`src/design/lbpv_pkg.sv`:
```
// ----------------------------------------------------------------------------
// lbpv_pkg: shared types and constants for the light bar pair validator
// Field widths, configuration register codes, verdict codes and helpers.
// ----------------------------------------------------------------------------
package lbpv_pkg;

    localparam int COORD_BITS  = 14;
    localparam int ANGLE_BITS  = 12;
    localparam int TOL_BITS    = 12;
    localparam int MARGIN_BITS = 10;
    localparam int CFG_IDX_BITS  = 2;
    localparam int CFG_DATA_BITS = (TOL_BITS > MARGIN_BITS) ? TOL_BITS : MARGIN_BITS;

    // signed span bounds: coordinate plus or minus margin, with a sign bit
    localparam int SPAN_W = ((COORD_BITS > MARGIN_BITS) ? COORD_BITS : MARGIN_BITS) + 2;
    localparam int SQ_W   = 2 * COORD_BITS;

    localparam logic [TOL_BITS-1:0]    ANGLE_TOL_RESET = TOL_BITS'(200);
    localparam logic [MARGIN_BITS-1:0] VERT_MARGIN_RESET = MARGIN_BITS'(40);

    typedef enum logic [CFG_IDX_BITS-1:0] {
        CFG_ANGLE_TOL   = 2'd0,
        CFG_VERT_MARGIN = 2'd1
    } t_cfg_idx;

    typedef enum logic [2:0] {
        VERDICT_VALID      = 3'd0,
        VERDICT_ANGLE      = 3'd1,
        VERDICT_HEIGHT     = 3'd2,
        VERDICT_VERTICAL   = 3'd3,
        VERDICT_PROPORTION = 3'd4
    } t_verdict;

    typedef struct packed {
        logic [TOL_BITS-1:0]    angle_tolerance;
        logic [MARGIN_BITS-1:0] vertical_margin;
    } t_cfg;

    typedef struct packed {
        logic signed [ANGLE_BITS-1:0] first_angle;
        logic [COORD_BITS-1:0]        first_height;
        logic [COORD_BITS-1:0]        first_top_x;
        logic [COORD_BITS-1:0]        first_top_y;
        logic [COORD_BITS-1:0]        first_bottom_x;
        logic [COORD_BITS-1:0]        first_bottom_y;
        logic signed [ANGLE_BITS-1:0] second_angle;
        logic [COORD_BITS-1:0]        second_height;
        logic [COORD_BITS-1:0]        second_top_x;
        logic [COORD_BITS-1:0]        second_top_y;
        logic [COORD_BITS-1:0]        second_bottom_x;
        logic [COORD_BITS-1:0]        second_bottom_y;
    } t_pair;

    function automatic logic [COORD_BITS-1:0] f_abs_diff(
        input logic [COORD_BITS-1:0] a,
        input logic [COORD_BITS-1:0] b
    );
        return (a >= b) ? (a - b) : (b - a);
    endfunction

endpackage

```
`src/design/lbpv_cfg_regs.sv`:
```
// ----------------------------------------------------------------------------
// lbpv_cfg_regs: configuration registers
// Holds the angle tolerance and vertical margin; unknown indexes are ignored.
// ----------------------------------------------------------------------------
module lbpv_cfg_regs (
    input  logic                                i_clk,
    input  logic                                i_rst_n,
    input  logic                                i_cfg_valid,
    output logic                                o_cfg_ready,
    input  logic [lbpv_pkg::CFG_IDX_BITS-1:0]   i_cfg_index,
    input  logic [lbpv_pkg::CFG_DATA_BITS-1:0]  i_cfg_data,
    output lbpv_pkg::t_cfg                      o_cfg
);

    lbpv_pkg::t_cfg r_cfg;
    lbpv_pkg::t_cfg n_cfg;

    assign o_cfg_ready = 1'b1;
    assign o_cfg       = r_cfg;

    always_comb begin
        n_cfg = r_cfg;
        if (i_cfg_valid) begin
            unique case (i_cfg_index)
                lbpv_pkg::CFG_ANGLE_TOL: begin
                    n_cfg.angle_tolerance = i_cfg_data[lbpv_pkg::TOL_BITS-1:0];
                end
                lbpv_pkg::CFG_VERT_MARGIN: begin
                    n_cfg.vertical_margin = i_cfg_data[lbpv_pkg::MARGIN_BITS-1:0];
                end
                default: begin
                    n_cfg = r_cfg;
                end
            endcase
        end
    end

    always_ff @(posedge i_clk) begin
        if (!i_rst_n) begin
            r_cfg.angle_tolerance <= lbpv_pkg::ANGLE_TOL_RESET;
            r_cfg.vertical_margin <= lbpv_pkg::VERT_MARGIN_RESET;
        end else begin
            r_cfg <= n_cfg;
        end
    end

endmodule

```
`src/design/lbpv_check.sv`:
```
// ----------------------------------------------------------------------------
// lbpv_check: pair tests
// Runs angle, height ratio, vertical overlap and proportion tests in parallel
// and picks the first failure as the verdict.
// ----------------------------------------------------------------------------
module lbpv_check (
    input  lbpv_pkg::t_pair    i_pair,
    input  lbpv_pkg::t_cfg     i_cfg,
    output lbpv_pkg::t_verdict o_verdict
);

    localparam int CB = lbpv_pkg::COORD_BITS;
    localparam int AB = lbpv_pkg::ANGLE_BITS;
    localparam int SW = lbpv_pkg::SPAN_W;
    localparam int QW = lbpv_pkg::SQ_W;

    // angle
    logic signed [AB:0] angle_diff;
    logic [AB:0]        angle_mag;
    logic               angle_ok;

    // height ratio
    logic [CB:0]   h1_x2;
    logic [CB+1:0] h2_x3;
    logic          height_ok;

    // vertical overlap
    logic signed [SW-1:0] margin_s;
    logic signed [SW-1:0] top1, bot1, top2, bot2;
    logic                 vert_ok;

    // proportion
    logic [CB-1:0] d_tx, d_ty, d_bx, d_by, h_max;
    logic [QW-1:0] sq_tx, sq_ty, sq_bx, sq_by, sq_h;
    logic [QW:0]   dist_top, dist_bot, dist_max;
    logic          prop_ok;

    assign angle_diff = {i_pair.first_angle[AB-1], i_pair.first_angle}
                      - {i_pair.second_angle[AB-1], i_pair.second_angle};
    assign angle_mag  = angle_diff[AB] ? (AB+1)'(-angle_diff) : (AB+1)'(angle_diff);
    assign angle_ok   = angle_mag < {1'b0, i_cfg.angle_tolerance};

    assign h1_x2     = {i_pair.first_height, 1'b0};
    assign h2_x3     = {1'b0, i_pair.second_height, 1'b0} + {2'b00, i_pair.second_height};
    assign height_ok = (h1_x2 > {1'b0, i_pair.second_height}) && ({1'b0, h1_x2} < h2_x3);

    assign margin_s = $signed({{(SW-lbpv_pkg::MARGIN_BITS){1'b0}}, i_cfg.vertical_margin});
    assign top1 = $signed({{(SW-CB){1'b0}}, i_pair.first_top_y}) - margin_s;
    assign bot1 = $signed({{(SW-CB){1'b0}}, i_pair.first_bottom_y}) + margin_s;
    assign top2 = $signed({{(SW-CB){1'b0}}, i_pair.second_top_y}) - margin_s;
    assign bot2 = $signed({{(SW-CB){1'b0}}, i_pair.second_bottom_y}) + margin_s;

    // bounds inclusive; inverted spans are left as they are
    assign vert_ok = ((top2 >= top1) && (top2 <= bot1))
                  || ((bot2 >= top1) && (bot2 <= bot1))
                  || ((top1 >= top2) && (top1 <= bot2))
                  || ((bot1 >= top2) && (bot1 <= bot2));

    assign d_tx = lbpv_pkg::f_abs_diff(i_pair.first_top_x, i_pair.second_top_x);
    assign d_ty = lbpv_pkg::f_abs_diff(i_pair.first_top_y, i_pair.second_top_y);
    assign d_bx = lbpv_pkg::f_abs_diff(i_pair.first_bottom_x, i_pair.second_bottom_x);
    assign d_by = lbpv_pkg::f_abs_diff(i_pair.first_bottom_y, i_pair.second_bottom_y);
    assign h_max = (i_pair.first_height > i_pair.second_height)
                 ? i_pair.first_height : i_pair.second_height;

    assign sq_tx = QW'(d_tx) * QW'(d_tx);
    assign sq_ty = QW'(d_ty) * QW'(d_ty);
    assign sq_bx = QW'(d_bx) * QW'(d_bx);
    assign sq_by = QW'(d_by) * QW'(d_by);
    assign sq_h  = QW'(h_max) * QW'(h_max);

    assign dist_top = {1'b0, sq_tx} + {1'b0, sq_ty};
    assign dist_bot = {1'b0, sq_bx} + {1'b0, sq_by};
    assign dist_max = (dist_top > dist_bot) ? dist_top : dist_bot;
    assign prop_ok  = !({1'b0, sq_h} > dist_max);

    always_comb begin
        if (!angle_ok) begin
            o_verdict = lbpv_pkg::VERDICT_ANGLE;
        end else if (!height_ok) begin
            o_verdict = lbpv_pkg::VERDICT_HEIGHT;
        end else if (!vert_ok) begin
            o_verdict = lbpv_pkg::VERDICT_VERTICAL;
        end else if (!prop_ok) begin
            o_verdict = lbpv_pkg::VERDICT_PROPORTION;
        end else begin
            o_verdict = lbpv_pkg::VERDICT_VALID;
        end
    end

endmodule

```
`src/design/light_bar_pair_validator.sv`:
```
// ----------------------------------------------------------------------------
// light_bar_pair_validator: top level
// Registers a pair of light bars, runs the pair tests and registers the verdict.
// ----------------------------------------------------------------------------
// Channel   Direction  Handshake                  Payload
// in        input      i_in_valid / o_in_stall    first_* and second_* bar fields
// out       output     o_out_valid / i_out_stall  o_verdict
// cfg       input      i_cfg_valid / o_cfg_ready  i_cfg_index, i_cfg_data
//
// One transaction per cycle while the output is not stalled; an accepted pair is
// held in the input register, then its verdict shows at the result (output) register.
// Reset is synchronous, active low; it empties both stages and loads the
// register defaults (tolerance 200, margin 40).
// A stalled output holds its verdict; the input stalls only when both stages
// are full and the output is stalled.
// ----------------------------------------------------------------------------
module light_bar_pair_validator (
    input  logic                                       i_clk,
    input  logic                                       i_rst_n,

    input  logic                                       i_in_valid,
    output logic                                       o_in_stall,
    input  logic signed [lbpv_pkg::ANGLE_BITS-1:0]     i_first_angle,
    input  logic [lbpv_pkg::COORD_BITS-1:0]            i_first_height,
    input  logic [lbpv_pkg::COORD_BITS-1:0]            i_first_top_x,
    input  logic [lbpv_pkg::COORD_BITS-1:0]            i_first_top_y,
    input  logic [lbpv_pkg::COORD_BITS-1:0]            i_first_bottom_x,
    input  logic [lbpv_pkg::COORD_BITS-1:0]            i_first_bottom_y,
    input  logic signed [lbpv_pkg::ANGLE_BITS-1:0]     i_second_angle,
    input  logic [lbpv_pkg::COORD_BITS-1:0]            i_second_height,
    input  logic [lbpv_pkg::COORD_BITS-1:0]            i_second_top_x,
    input  logic [lbpv_pkg::COORD_BITS-1:0]            i_second_top_y,
    input  logic [lbpv_pkg::COORD_BITS-1:0]            i_second_bottom_x,
    input  logic [lbpv_pkg::COORD_BITS-1:0]            i_second_bottom_y,

    output logic                                       o_out_valid,
    input  logic                                       i_out_stall,
    output logic [2:0]                                 o_verdict,

    input  logic                                       i_cfg_valid,
    output logic                                       o_cfg_ready,
    input  logic [lbpv_pkg::CFG_IDX_BITS-1:0]          i_cfg_index,
    input  logic [lbpv_pkg::CFG_DATA_BITS-1:0]         i_cfg_data
);

    lbpv_pkg::t_cfg     cfg;
    lbpv_pkg::t_pair    in_pair;
    lbpv_pkg::t_verdict verdict;

    lbpv_pkg::t_pair    r_pair;
    logic               r_pair_vld;
    lbpv_pkg::t_verdict r_verdict;
    logic               r_out_vld;

    logic adv_out;
    logic adv_in;
    logic in_accept;

    lbpv_cfg_regs u_cfg_regs (
        .i_clk       (i_clk),
        .i_rst_n     (i_rst_n),
        .i_cfg_valid (i_cfg_valid),
        .o_cfg_ready (o_cfg_ready),
        .i_cfg_index (i_cfg_index),
        .i_cfg_data  (i_cfg_data),
        .o_cfg       (cfg)
    );

    assign in_pair.first_angle     = i_first_angle;
    assign in_pair.first_height    = i_first_height;
    assign in_pair.first_top_x     = i_first_top_x;
    assign in_pair.first_top_y     = i_first_top_y;
    assign in_pair.first_bottom_x  = i_first_bottom_x;
    assign in_pair.first_bottom_y  = i_first_bottom_y;
    assign in_pair.second_angle    = i_second_angle;
    assign in_pair.second_height   = i_second_height;
    assign in_pair.second_top_x    = i_second_top_x;
    assign in_pair.second_top_y    = i_second_top_y;
    assign in_pair.second_bottom_x = i_second_bottom_x;
    assign in_pair.second_bottom_y = i_second_bottom_y;

    lbpv_check u_check (
        .i_pair    (r_pair),
        .i_cfg     (cfg),
        .o_verdict (verdict)
    );

    // advance a stage when the stage after it is empty or draining
    assign adv_out   = !r_out_vld || !i_out_stall;
    assign adv_in    = !r_pair_vld || adv_out;
    assign in_accept = i_in_valid && adv_in;

    assign o_in_stall  = !adv_in;
    assign o_out_valid = r_out_vld;
    assign o_verdict   = r_verdict;

    always_ff @(posedge i_clk) begin
        if (!i_rst_n) begin
            r_pair_vld <= 1'b0;
            r_out_vld  <= 1'b0;
        end else begin
            if (adv_in) begin
                r_pair_vld <= i_in_valid;
            end
            if (adv_out) begin
                r_out_vld <= r_pair_vld;
            end
        end
    end

    always_ff @(posedge i_clk) begin
        if (in_accept) begin
            r_pair <= in_pair;
        end
        if (adv_out && r_pair_vld) begin
            r_verdict <= verdict;
        end
    end

    a_stall_only_when_full: assert property (@(posedge i_clk) disable iff (!i_rst_n)
        o_in_stall |-> (r_pair_vld && r_out_vld && i_out_stall))
        else $error("input stalled while pipeline has room");

    a_accept_fills_stage: assert property (@(posedge i_clk) disable iff (!i_rst_n)
        (i_in_valid && !o_in_stall) |=> r_pair_vld)
        else $error("accepted transaction lost in input stage");

    a_stage_moves_out: assert property (@(posedge i_clk) disable iff (!i_rst_n)
        (r_pair_vld && adv_out) |=> r_out_vld)
        else $error("transaction lost between stages");

    a_verdict_legal: assert property (@(posedge i_clk) disable iff (!i_rst_n)
        r_out_vld |-> (o_verdict == lbpv_pkg::VERDICT_VALID
                    || o_verdict == lbpv_pkg::VERDICT_ANGLE
                    || o_verdict == lbpv_pkg::VERDICT_HEIGHT
                    || o_verdict == lbpv_pkg::VERDICT_VERTICAL
                    || o_verdict == lbpv_pkg::VERDICT_PROPORTION))
        else $error("verdict code out of range");

endmodule
```
`config.mk`:
```
export PLATFORM = sky130hd
export DESIGN_NAME = light_bar_pair_validator
export DESIGN_NICKNAME = d
export VERILOG_FILES = /design/src/design/lbpv_pkg.sv /design/src/design/lbpv_cfg_regs.sv /design/src/design/lbpv_check.sv /design/src/design/light_bar_pair_validator.sv
export SDC_FILE = /design/constraint.sdc
export NUM_CORES = 2
export LEC_CHECK = 0
export ABC_AREA = 1
export BUFFER_PORTS_ARGS = -buffer_cell sky130_fd_sc_hd__buf_4
export CORE_MARGIN = 1.5
export CORE_UTILIZATION = 24
export CTS_CLUSTER_SIZE = 28
export DETAILED_ROUTE_END_ITERATION = 10
export SYNTH_ARGS = -nofsm -noshare
export SYNTH_HDL_FRONTEND = slang
export SYNTH_SLANG_ARGS = --single-unit
```
`constraint.sdc`:
```
create_clock -name i_clk -period 11.7 [get_ports i_clk]
set_input_delay 1.17 -clock i_clk [delete_from_list [all_inputs] [get_ports i_clk]]
set_output_delay 1.17 -clock i_clk [all_outputs]
set_load 0.05 [all_outputs]
```
==> impl_summary.log <==
INFO  metric async_reset_ff_share = 0%
INFO  metric critical_path.max_fanout = 41
INFO  metric first_global_vias = 38700
INFO  metric crit_slowest_cell = fa_1
INFO  metric drt_first_pass_iters = 6
INFO  metric crit_type = register to register
INFO  metric slew-limit-headroom = 23.0%
INFO  metric synth.yosys.seq_area_share = 11.5%
INFO  metric synth_cell_type_count = 62
INFO  metric synth_warnings = 0
INFO  metric hpwl = 111 mm
INFO  metric synth_nets = 7369
INFO  metric final_max_slew_viol_count = 0
INFO  metric die_h = 448 microns
INFO  metric fp.dieW = 448 microns
INFO  metric final.period_utilization = 93.7%
INFO  metric totalNegativeSetupSlack = 0 ns
INFO  metric worst-path-stages = 57
INFO  metric detail_route.drc_violations = 0
INFO  metric final_worst_setup_slack = 0.743 ns
INFO  metric crit_path_frequent_cell = nand2_1
INFO  metric final_cell_count_no_fill = 8596
INFO  metric r2r.worst_path.cells = 57
INFO  metric drtIter0Drc = 2066
INFO  metric mostFrequentLayoutCells = inv_1, nand2_1, fa_1
INFO  metric cell_area_after_synthesis = 47600 sq um
INFO  metric totalWireLength = 127 mm
INFO  metric rsz0062_at_grt = false
INFO  metric synth_enable_flop_cells = 167
INFO  metric pre_cts_ws = 0.250 ns
INFO  metric arrival = 11.32 ns
INFO  metric capturing_element_type_of_the_critical_path = register
INFO  metric syn_area_cell = 8.24 sq um
INFO  metric largest_net_degree_at_the_start_of_global_routing = 100
INFO  metric drv.max_cap_violation_count = 0
INFO  metric clk_path_buf_depth = 2
INFO  metric route.vias.total = 37100
INFO  metric cts_h_tree_depth = 4
INFO  metric gate_count_after_technology_mapping = 5777
INFO  metric postSynth.topFlopCell = edfxtp_1
INFO  metric grt_first_pass_wirelength = 204 mm
INFO  metric filler_cell_count = 21400
INFO  metric clk_sinks = 191
INFO  metric most_common_cell_after_layout_fill_and_taps_aside = inv_1
INFO  metric area_growth = 11.2%
INFO  metric place.port_buffers = 187
INFO  metric timing_worst_slew_pin_value = 1.16 ns
INFO  metric netlist.top_cell.by_area = fa_1
INFO  metric antenna_found_initial = 5
INFO  metric timing.final.hold_violations = 0
INFO  metric initial_utilization = 24.1%
INFO  metric core_area = 197000 sq um
INFO  metric critical_path_buf_inv_count = 12
INFO  metric clk_pin_slew_worst_paths = 0.12 ns
INFO  metric i_o_pin_count = 189
INFO  metric finalCriticalPeriod = 10.96 ns
INFO  metric overflow = 0
INFO  metric fp.dieArea = 201000 sq um
INFO  metric worstSetupStartpointType = register
INFO  metric endpoint = o_verdict[2]
INFO  metric r2r_start = r_pair[110]
INFO  metric worst_clock_skew = 0.0412 ns
INFO  metric avgRoutedWirePerCell = 14.8 microns
INFO  metric share_of_the_synthesized_area_in_the_top_cell_type = 29.8%
INFO  metric netlist_top_cells_area = fa_1, ha_1, inv_1
INFO  metric reg2reg_slack = 0.74 ns
INFO  metric critical_path.startpoint = r_pair[110]
INFO  metric route.detailed.vias_per_inst = 4.32
INFO  metric tritoncts = yes
INFO  metric achievable-frequency = 91.3 MHz
INFO  metric r2r_end = o_verdict[2]
INFO  metric path_delay_family = adder cells
INFO  metric floorplan.rows = 163
INFO  metric slowest_delay = 0.54 ns
INFO  metric synth-seq-cells = 191
INFO  metric ant_nets = 0
INFO  metric final.hold.worst_slack = 0.463 ns
INFO  metric hold_class = register to register
INFO  metric clk_root_buffer_cell = clkbuf_16
INFO  metric cp_data_required_time = 12.06 ns
INFO  metric fin_nets = 7531
INFO  metric gpl_wtd_cong = 0.910
INFO  metric insertion_delay = 0.59 ns
INFO  metric layout-drive-gt1-share = 7.36%
INFO  metric status = finished, final reports clean
INFO  metric grt_util_all_layers = 12.9%
INFO  metric cts_buffers = 17
INFO  metric place_inst = 8549
INFO  metric report.final.setup_viol = 0
metal layers:
layer  wire length, microns  global-route usage (%)
met1                  56100                    16.4
met2                  63300                    22.8
met3                   4870                    1.59
met4                   2920                    3.63
met5                      0                       0
kinds of logic (layout without fill, tap and decap cells):
logic type               after synthesis  after routing  share of synthesized area (%)
AO/OA/AOI/OAI                        669            669                           8.20
XOR/XNOR                             257            257                           4.73
adder cells (fa/ha/maj)             1409           1409                           48.2
buffers and inverters               1563           1738                           12.7
flip-flops                           191            191                           11.5
other                                  1              5                        0.00787
AND/OR/NAND/NOR                     1687           1687                           14.6
synth_stat cells, types with 5 or more instances:
| cell type | n |
|---|---|
| a21oi_1 | 305 |
| o221ai_1 | 9 |
| nand3_1 | 125 |
| o31ai_1 | 5 |
| or2_2 | 9 |
| nor2_1 | 562 |
| nand2_2 | 19 |
| xnor2_1 | 75 |
| nand2_1 | 830 |
| edfxtp_1 | 167 |
| o211ai_1 | 13 |
| xor2_1 | 182 |
| inv_1 | 1420 |
| o21bai_1 | 22 |
| clkbuf_1 | 19 |
| o21ai_2 | 13 |
| a211oi_1 | 9 |
| a31oi_1 | 22 |
| nor2_2 | 25 |
| inv_2 | 52 |
| o21ai_0 | 139 |
| nor3_1 | 34 |
| dfxtp_1 | 24 |
| a21oi_2 | 5 |
| o21a_1 | 12 |
| buf_2 | 40 |
| buf_4 | 22 |
| fa_1 | 709 |
| nor4_1 | 9 |
| nand4_1 | 44 |
| a21o_1 | 39 |
| nand3b_1 | 8 |
| o21ai_1 | 37 |
| buf_6 | 8 |
| o2111ai_1 | 5 |
| ha_1 | 700 |
| a21boi_0 | 11 |
flip-flops by register name (all words and copies together), names as in the netlist:
signal,cells
r_pair_vld,1
u_cfg_regs.o_cfg,22
r_pair,164
o_verdict,3
o_out_valid,1
worst min-delay path by stage:
stage | end | cells after the start | from | slack, ns
after global routing | u_cfg_regs.o_cfg[11] | 2 | u_cfg_regs.o_cfg[11] | 0.48
after CTS | u_cfg_regs.o_cfg[14] | 2 | u_cfg_regs.o_cfg[14] | 0.47
final | u_cfg_regs.o_cfg[14] | 2 | u_cfg_regs.o_cfg[14] | 0.46
after floorplan | u_cfg_regs.o_cfg[11] | 2 | u_cfg_regs.o_cfg[11] | 0.43
after global placement | u_cfg_regs.o_cfg[14] | 2 | u_cfg_regs.o_cfg[14] | 0.45
after detailed placement | u_cfg_regs.o_cfg[14] | 2 | u_cfg_regs.o_cfg[14] | 0.45
metrics by stage:
stage | util, % | instance area, sq um
detailed placement | 26.4 | 52100
global route | 26.9 | 53000
global placement | 26.4 | 52100
floorplan | - | 47600
CTS | 26.7 | 52700
finish | 26.9 | 53000
worst min-delay path, cell delays in order (launching register included):
cell	delay, ns
dfxtp_1	0.31
inv_1	0.06
a21oi_1	0.05
final cells by class:
cell class	instances	area, sq um	area share [%]
Antenna cell	4	10.0	0.0189
Timing Repair Buffer	233	1770	3.35
Sequential cell	191	5500	10.4
Tap cell	2640	3300	6.24
Clock buffer	17	425	0.803
Multi-Input combinational cell	4023	36200	68.3
Inverter	1473	5550	10.5
Clock inverter	15	213	0.402
timing repair:
action                                  in CTS  in global routing
endpoints found under the hold margin        0                  0
endpoints found under the setup margin       0                  1
gates resized for setup                      0                 41
hold buffers                                 0                  0
setup buffers                                0                 11
Power is not shown: default switching activity piles up to over one toggle a cycle in this logic, so the estimate is an artifact.
